`src/hdl/assert_macros.svh`:
```
// Assertion macros used by the deque sequencer RTL (cdq_ctrl).
// Depends on a clock named clk and an active-low reset named rst_n in scope.
`ifndef ASSERT_MACROS_SVH
`define ASSERT_MACROS_SVH

// Clocked assertion, disabled while reset is asserted.
`define CDQ_ASSERT(lbl, prop, msg) \
  lbl: assert property (@(posedge clk) disable iff (!rst_n) (prop)) else $error(msg);

// Clocked assertion that also holds during reset.
`define CDQ_ASSERT_ALWAYS(lbl, prop, msg) \
  lbl: assert property (@(posedge clk) (prop)) else $error(msg);

`endif

```
`src/hdl/cdq_pkg.sv`:
```
// Types and codes for the circular deque core.
// No dependencies; used by cdq_ram, cdq_ctrl and the top level.
`timescale 1ns / 1ps

package cdq_pkg;

  localparam int DATA_W = 32;

  // Operation codes carried in the kind field.
  localparam logic [2:0] KIND_PUSH_FRONT = 3'd0;
  localparam logic [2:0] KIND_PUSH_BACK  = 3'd1;
  localparam logic [2:0] KIND_POP_FRONT  = 3'd2;
  localparam logic [2:0] KIND_POP_BACK   = 3'd3;
  localparam logic [2:0] KIND_SEARCH     = 3'd4;

  // Result status codes.
  localparam logic [2:0] STAT_OK        = 3'd0;
  localparam logic [2:0] STAT_UNDERFLOW = 3'd1;
  localparam logic [2:0] STAT_OVERFLOW  = 3'd2;
  localparam logic [2:0] STAT_FOUND     = 3'd3;
  localparam logic [2:0] STAT_NOT_FOUND = 3'd4;

  typedef struct packed {
    logic [2:0]               kind;
    logic signed [DATA_W-1:0] value;
  } cdq_in_t;

  typedef struct packed {
    logic [2:0] status;
    logic [6:0] position;
    logic [6:0] count;
  } cdq_out_t;

  // Finished result handed from the sequencer to the output register.
  typedef struct packed {
    logic     valid;
    cdq_out_t word;
  } cdq_res_t;

  typedef enum logic [1:0] {
    ST_IDLE,
    ST_SRCH_RD,
    ST_SRCH_CMP
  } state_t;

endpackage

```
`src/hdl/cdq_ram.sv`:
```
// Element store of the deque: one write port, one registered read port.
// Depends on cdq_pkg for the data width.
`timescale 1ns / 1ps

module cdq_ram #(
  parameter int DEPTH = 64,
  parameter int AW    = 6
) (
  input  logic                       clk,
  input  logic                       wr_en,
  input  logic [AW-1:0]              wr_addr,
  input  logic [cdq_pkg::DATA_W-1:0] wr_data,
  input  logic                       rd_en,
  input  logic [AW-1:0]              rd_addr,
  output logic [cdq_pkg::DATA_W-1:0] rd_data
);

  logic [cdq_pkg::DATA_W-1:0] mem [DEPTH];
  logic [cdq_pkg::DATA_W-1:0] rd_data_r;

  always_ff @(posedge clk) begin
    if (wr_en) begin
      mem[wr_addr] <= wr_data;
    end
    if (rd_en) begin
      rd_data_r <= mem[rd_addr];
    end
  end

  assign rd_data = rd_data_r;

endmodule

```
`src/hdl/cdq_ctrl.sv`:
```
// Sequencer of the deque: ring pointers, push/pop updates and the search walk
// through one shared equality compare. Depends on cdq_pkg and assert_macros.svh.
`timescale 1ns / 1ps
`include "assert_macros.svh"

module cdq_ctrl #(
  parameter int CAPACITY = 64,
  parameter int AW       = 6,
  parameter int CW       = 7
) (
  input  logic                       clk,
  input  logic                       rst_n,
  input  logic                       in_valid,
  input  cdq_pkg::cdq_in_t           in_word,
  output logic                       in_stall,
  input  logic                       out_free,
  output cdq_pkg::cdq_res_t          res,
  output logic                       wr_en,
  output logic [AW-1:0]              wr_addr,
  output logic [cdq_pkg::DATA_W-1:0] wr_data,
  output logic                       rd_en,
  output logic [AW-1:0]              rd_addr,
  input  logic [cdq_pkg::DATA_W-1:0] rd_data
);

  localparam int SW = CW + 1;

  cdq_pkg::state_t            state_r, state_nxt;
  logic [AW-1:0]              front_r, front_nxt;
  logic [CW-1:0]              cnt_r, cnt_nxt;
  logic [CW-1:0]              idx_r, idx_nxt;
  logic [AW-1:0]              addr_r, addr_nxt;
  logic [cdq_pkg::DATA_W-1:0] key_r, key_nxt;

  logic [AW-1:0] front_dec, front_inc, addr_inc, back_addr;
  logic [SW-1:0] back_sum;
  logic          full, empty, hit, last, accept;

  assign front_dec = (front_r == '0) ? AW'(CAPACITY - 1) : front_r - AW'(1);
  assign front_inc = (front_r == AW'(CAPACITY - 1)) ? '0 : front_r + AW'(1);
  assign addr_inc  = (addr_r == AW'(CAPACITY - 1)) ? '0 : addr_r + AW'(1);
  // front + count stays below twice the capacity: one conditional subtract wraps it
  assign back_sum  = SW'(front_r) + SW'(cnt_r);
  assign back_addr = (back_sum >= SW'(CAPACITY)) ? AW'(back_sum - SW'(CAPACITY))
                                                 : AW'(back_sum);
  assign full   = (cnt_r == CW'(CAPACITY));
  assign empty  = (cnt_r == '0);
  assign hit    = (rd_data == key_r);
  assign last   = ((idx_r + CW'(1)) == cnt_r);
  assign accept = in_valid && out_free && (state_r == cdq_pkg::ST_IDLE);

  always_ff @(posedge clk) begin
    if (!rst_n) begin
      state_r <= cdq_pkg::ST_IDLE;
      front_r <= '0;
      cnt_r   <= '0;
      idx_r   <= '0;
      addr_r  <= '0;
    end else begin
      state_r <= state_nxt;
      front_r <= front_nxt;
      cnt_r   <= cnt_nxt;
      idx_r   <= idx_nxt;
      addr_r  <= addr_nxt;
    end
  end

  always_ff @(posedge clk) begin
    key_r <= key_nxt;
  end

  always_comb begin
    state_nxt = state_r;
    front_nxt = front_r;
    cnt_nxt   = cnt_r;
    idx_nxt   = idx_r;
    addr_nxt  = addr_r;
    key_nxt   = key_r;
    in_stall  = !((state_r == cdq_pkg::ST_IDLE) && out_free);
    res.valid         = 1'b0;
    res.word.status   = cdq_pkg::STAT_OK;
    res.word.position = '0;
    wr_en   = 1'b0;
    wr_addr = front_dec;
    wr_data = in_word.value;
    rd_en   = 1'b0;
    rd_addr = addr_r;

    case (state_r)
      cdq_pkg::ST_IDLE: begin
        if (accept) begin
          res.valid = 1'b1;
          case (in_word.kind)
            cdq_pkg::KIND_PUSH_FRONT: begin
              if (full) begin
                res.word.status = cdq_pkg::STAT_OVERFLOW;
              end else begin
                wr_en     = 1'b1;
                wr_addr   = front_dec;
                front_nxt = front_dec;
                cnt_nxt   = cnt_r + CW'(1);
              end
            end
            cdq_pkg::KIND_PUSH_BACK: begin
              if (full) begin
                res.word.status = cdq_pkg::STAT_OVERFLOW;
              end else begin
                wr_en   = 1'b1;
                wr_addr = back_addr;
                cnt_nxt = cnt_r + CW'(1);
              end
            end
            cdq_pkg::KIND_POP_FRONT: begin
              if (empty) begin
                res.word.status = cdq_pkg::STAT_UNDERFLOW;
              end else begin
                front_nxt = front_inc;
                cnt_nxt   = cnt_r - CW'(1);
              end
            end
            cdq_pkg::KIND_POP_BACK: begin
              if (empty) begin
                res.word.status = cdq_pkg::STAT_UNDERFLOW;
              end else begin
                cnt_nxt = cnt_r - CW'(1);
              end
            end
            cdq_pkg::KIND_SEARCH: begin
              if (empty) begin
                res.word.status = cdq_pkg::STAT_NOT_FOUND;
              end else begin
                // hold the result until the walk ends
                res.valid = 1'b0;
                state_nxt = cdq_pkg::ST_SRCH_RD;
                idx_nxt   = '0;
                addr_nxt  = front_r;
                key_nxt   = in_word.value;
              end
            end
            default: begin
            end
          endcase
        end
      end
      cdq_pkg::ST_SRCH_RD: begin
        rd_en     = 1'b1;
        state_nxt = cdq_pkg::ST_SRCH_CMP;
      end
      cdq_pkg::ST_SRCH_CMP: begin
        if (hit || last) begin
          // read data holds while the output slot is busy
          if (out_free) begin
            res.valid = 1'b1;
            state_nxt = cdq_pkg::ST_IDLE;
            if (hit) begin
              res.word.status   = cdq_pkg::STAT_FOUND;
              res.word.position = 7'(idx_r + CW'(1));
            end else begin
              res.word.status = cdq_pkg::STAT_NOT_FOUND;
            end
          end
        end else begin
          idx_nxt   = idx_r + CW'(1);
          addr_nxt  = addr_inc;
          state_nxt = cdq_pkg::ST_SRCH_RD;
        end
      end
      default: begin
        state_nxt = cdq_pkg::ST_IDLE;
      end
    endcase

    res.word.count = 7'(cnt_nxt);
  end

  `CDQ_ASSERT(a_cnt_bound, cnt_r <= CW'(CAPACITY), "element count above capacity")
  `CDQ_ASSERT(a_walk_idx, (state_r != cdq_pkg::ST_IDLE) |-> (idx_r < cnt_r), "walk past last element")
  `CDQ_ASSERT(a_walk_cnt, (state_r != cdq_pkg::ST_IDLE) |=> $stable(cnt_r), "count moved during search")
  `CDQ_ASSERT(a_ptr_range, (front_r <= AW'(CAPACITY - 1)) && (addr_r <= AW'(CAPACITY - 1)), "ring pointer out of range")

endmodule

```
`src/hdl/circular_deque_with_search_core.sv`:
```
// Circular deque core with linear search: top level with the output register.
// Depends on cdq_pkg, cdq_ctrl and cdq_ram.
`timescale 1ns / 1ps

// Bounded double-ended queue of signed 32-bit words kept in a ring of CAPACITY
// entries. For push front/back and pop front/back the word is accepted and its
// result is loaded into the output register at the same edge. A search walks
// the stored entries from the front through one shared compare, each entry in
// a registered memory read state and then a compare state, and reports the
// 1-based position of the first match; a search on an empty queue reports
// NOT_FOUND without a walk. The input stalls while a search runs and while a
// finished result waits in the output register with out_stall high. Position
// and count are reported modulo 128.

module circular_deque_with_search_core #(
  parameter int CAPACITY = 64
) (
  input  logic              clk,
  input  logic              rst_n,
  input  logic              in_valid,
  input  cdq_pkg::cdq_in_t  in_word,
  output logic              in_stall,
  output logic              out_valid,
  input  logic              out_stall,
  output cdq_pkg::cdq_out_t out_word
);

  localparam int AW = (CAPACITY > 1) ? $clog2(CAPACITY) : 1;
  localparam int CW = $clog2(CAPACITY + 1);

  cdq_pkg::cdq_res_t          res;
  logic                       out_free;
  logic                       out_valid_r;
  cdq_pkg::cdq_out_t          out_word_r;
  logic                       wr_en, rd_en;
  logic [AW-1:0]              wr_addr, rd_addr;
  logic [cdq_pkg::DATA_W-1:0] wr_data, rd_data;

  assign out_free = !out_valid_r || !out_stall;

  cdq_ctrl #(
    .CAPACITY (CAPACITY),
    .AW       (AW),
    .CW       (CW)
  ) u_ctrl (
    .clk      (clk),
    .rst_n    (rst_n),
    .in_valid (in_valid),
    .in_word  (in_word),
    .in_stall (in_stall),
    .out_free (out_free),
    .res      (res),
    .wr_en    (wr_en),
    .wr_addr  (wr_addr),
    .wr_data  (wr_data),
    .rd_en    (rd_en),
    .rd_addr  (rd_addr),
    .rd_data  (rd_data)
  );

  cdq_ram #(
    .DEPTH (CAPACITY),
    .AW    (AW)
  ) u_ram (
    .clk     (clk),
    .wr_en   (wr_en),
    .wr_addr (wr_addr),
    .wr_data (wr_data),
    .rd_en   (rd_en),
    .rd_addr (rd_addr),
    .rd_data (rd_data)
  );

  always_ff @(posedge clk) begin
    if (!rst_n) begin
      out_valid_r <= 1'b0;
    end else if (res.valid) begin
      out_valid_r <= 1'b1;
    end else if (!out_stall) begin
      // drop the word once taken
      out_valid_r <= 1'b0;
    end
  end

  always_ff @(posedge clk) begin
    if (res.valid) begin
      out_word_r <= res.word;
    end
  end

  assign out_valid = out_valid_r;
  assign out_word  = out_word_r;

endmodule
```
`config.mk`:
```
export PLATFORM = sky130hd
export DESIGN_NAME = circular_deque_with_search_core
export DESIGN_NICKNAME = d
export VERILOG_FILES = /design/src/hdl/cdq_pkg.sv /design/src/hdl/cdq_ram.sv /design/src/hdl/cdq_ctrl.sv /design/src/hdl/circular_deque_with_search_core.sv
export VERILOG_INCLUDE_DIRS = /design/src /design/src/hdl
export SDC_FILE = /design/constraint.sdc
export NUM_CORES = 2
export LEC_CHECK = 0
export BUFFER_PORTS_ARGS = -buffer_cell sky130_fd_sc_hd__buf_2
export CAP_MARGIN = 10
export CORE_MARGIN = 2
export CORE_UTILIZATION = 60
export CTS_BUF_LIST = sky130_fd_sc_hd__clkbuf_4
export CTS_CLUSTER_DIAMETER = 100
export CTS_CLUSTER_SIZE = 10
export DETAILED_ROUTE_END_ITERATION = 7
export HOLD_SLACK_MARGIN = 0.12
export PLACE_DENSITY = 0.78
export SLEW_MARGIN = 40
export SYNTH_ARGS = -nofsm -noshare
export SYNTH_HDL_FRONTEND = slang
export SYNTH_SLANG_ARGS = --single-unit
export TNS_END_PERCENT = 30
```
`constraint.sdc`:
```
create_clock -name clk -period 6.25 [get_ports clk]
set_input_delay 1.25 -clock clk [delete_from_list [all_inputs] [get_ports clk]]
set_output_delay 1.25 -clock clk [all_outputs]
set_load 0.005 [all_outputs]
```
==> results.toml <==
[status]
status = "complete, no violations"

[critical_path]
slowest_stage = "nor2_4"
crit_start = "u_ctrl.cnt_r[1]"
path_cells = "inv_1 > ha_1 > or3b_1 > or4_4 > nand4_4 > mux2i_1 > o2111ai_4 > nor2_4 > buf_4"
path_delay_family = "simple AND/OR/NAND/NOR gates"
regToRegEndpoint = "u_ram.mem[45][2]"
cp_data_required_time_ns = 7.19
cp_num_cells = 9
endpoint_kind = "register"
critPathBufInv = 2
reg2reg_depth = 9
crit_path_max_incr_delay_ns = 0.83
worst-setup-path-type = "reg2reg"
path_max_fanout = 23
start_kind = "register"
rrSetupSlack_ns = 1.55
rr_startpoint = "u_ctrl.cnt_r[1]"
crit_arrival_ns = 5.64
crit_path_end = "u_ram.mem[45][2]"

[global_route]
antenna_found_initial = 26
gr-usage-all-layers_pct = 28.30
grt_util_met3_pct = 6.664
met2_usage_pct = 40.84
grt-ovfl-total = 0
top_usage_layer = "met1"
grt_pass1_wl_mm = 280.8
grt_max_degree = 106
grt_pass1_vias = 38203
gr-usage-met1_pct = 43.75

[sta]
hold_viol_final = 0
finalMaxSlewViolations = 0
tightest_slew_ns = 0.8663
grt_setup_unrepaired = "false"
setup_viol = 0
timing.fmax_mhz = 212.7
timing.final.crit_share_pct = 75.23
tns_ns = 0
slew_headroom_pct = 41.49
fin_skew_ns = 0.1136
period_minus_slack_ns = 4.702

[placed_design]
io_buffers = 57
hpwlAfterDp_mm = 121.6
gp_congestion = 0.8706

[logic_synthesis]
synth-simple-area-share_pct = 1.472
synth.mux.area_fraction_pct = 18.26
synth-xor-area-share_pct = 0.5891
ys.flop_type = "edfxtp_1"
netlist_instances = 3512
syn_nets = 3564
syn_avg_cell_area_um2 = 23.77
synthDistinctLibCells = 70
syn_area_um2 = 83470
async_flop_share_pct = 0
ys_ff_latch = 2158
synth_compound_area_share_pct = 1.139
synth_edf_count = 2129
synth_top_family_by_area = "multiplexers"
ys_warn_count = 0
ys_seq_area_share_pct = 77.28
synthAdderAreaFrac_pct = 0.2039

[clock_tree]
insertion_delay_ns = 1.29
cts_buffers = 233
cts_tree = "yes"
root_buffer = "clkbuf_4"
clkSinkCount = 2158
htree_levels = 4
clk_pin_slew_ns = 0.13
clock_path_buffers = 3

[power_and_ir_drop]
p_leak_nw = 26.25
power_density_nw_per_um2 = 256.5
worst_ir_drop_vdd_mv = 0.1977

[layout]
regArea_um2 = 64530
final_common_cell = "edfxtp_1"
most-common-layout-cells = "edfxtp_1 (2129), mux4_2 (652), clkbuf_4 (262)"
drive_gt1_share_pct = 32.96
fill_cells = 8508
multiInputGateArea_um2 = 18540
areaGrowthSynthToFinish_pct = 7.325
post-route-util_pct = 65.00
layout.nets = 3825

[floorplanning]
initial_core_util_pct = 60.56
core-area_um2 = 137800
fp.dieH_um = 377.0
die_w_um = 377.0
core.rowCount = 136
top_level_ports = 58
die_area_um2 = 142100

[run]
max-cap-violations = 0

[route]
post-route-drc-count = 0
ant_nets = 0
totalWireLength_mm = 197.3
drtPass1Iterations = 6
via_count = 39670
wl_per_cell_um = 35.18
vias_per_cell = 7.075
drtIter0Drc = 6967

[min_path]
hold_path_class = "in2reg"
## where the power goes
part,switching [mW],internal [mW],total [mW],leakage (nW)
Clock,4.17,1.99,6.16,1.25
Sequential,0.0317,15.9,15.9,19.4
Combinational,0.640,0.231,0.871,5.61
Total,4.84,18.1,23.0,26.3
## worst min-delay path, stage by stage
cell and delay [ns]:
buf_2 0.11, nand2_1 0.11, o31ai_1 0.07
## metrics by stage
step                instances  hold slack (ns)  cell area (um^2)  setup WS [ns]  total power [mW]
finish                   5607           0.3016             89590          1.548             22.98
global placement         5303           0.5347             86800          1.267             17.10
floorplan                3512           0.4943             83470         0.7191             16.60
CTS                      5599           0.1703             89460          1.589             23.08
detailed placement       5328           0.5475             87390          1.239             17.13
global route             5603           0.2613             89580          1.383             23.62
## timing repair
| action | CTS | global route |
|---|---|---|
| resized for setup | 0 | 0 |
| setup buffers | 0 | 0 |
| endpoints found under the hold margin | 1 | 0 |
| hold buffers | 1 | 0 |
## sequential cells by signal, summed over array words and instances, names as in the netlist
name / count
u_ram.mem: 2048
u_ctrl.key_r: 32
u_ram.rd_data: 32
out_word: 17
u_ctrl.cnt_r: 7
u_ctrl.idx_r: 7
u_ctrl.front_r: 6
u_ctrl.rd_addr: 6
u_ctrl.state_r: 2
out_valid: 1
## cells in the mapped netlist (9+ instances only)
library cell,number,area share (%)
dfxtp_1,29,0.70
mux4_2,652,18
ha_1,12,0.18
buf_2,68,0.41
inv_1,14,0.063
o21ai_0,25,0.15
mux2_2,23,0.31
nor4_1,10,0.075
xnor2_1,15,0.16
buf_1,17,0.076
edfxtp_1,2129,77
nor3_1,31,0.19
a21oi_1,19,0.11
nor2_1,78,0.35
o22ai_1,9,0.067
xor2_1,36,0.38
nand3_1,23,0.14
o21ai_1,23,0.14
mux2i_1,27,0.32
clkbuf_1,93,0.42
nand2_1,60,0.27
## layer usage
metal | vias to the layer above | wire length [um]
li1 | 15512 | -
met2 | 3043 | 89520
met1 | 20783 | 73590
met5 | - | 26
met3 | 328 | 27660
met4 | 4 | 6475
## cells by family (layout without fill, tap and decap cells)
kind of cell,after synthesis,after routing
fa+ha+maj,13,13
buf+inv,200,496
other cells,0,5
compound gates,128,128
flops,2158,2158
xor+xnor,53,53
simple gates,256,256
mux,704,704
## final cells by class
| cell class | count | area share, % |
|---|---|---|
| antenna | 5 | 0.01397 |
| clock buffer | 262 | 2.195 |
| clock inverter | 8 | 0.1020 |
| inverter | 15 | 0.06285 |
| multi-input combinational | 1154 | 20.69 |
| sequential | 2158 | 72.03 |
| tap | 1794 | 2.506 |
| timing repair buffer | 211 | 2.391 |
## worst min path at each step
stage,depth (start not counted),to,from,slack (ns)
floorplan,2,u_ctrl.idx_r[1],u_ctrl.idx_r[1],0.49
global placement,2,u_ctrl.idx_r[1],u_ctrl.idx_r[1],0.53
detailed placement,2,u_ctrl.idx_r[1],u_ctrl.idx_r[1],0.55
CTS,3,u_ctrl.state_r[1],out_stall,0.17
global route,3,u_ctrl.state_r[1],out_stall,0.26
finish,3,u_ctrl.state_r[1],out_stall,0.30
Note: power is estimated with default switching activity, not from simulation.
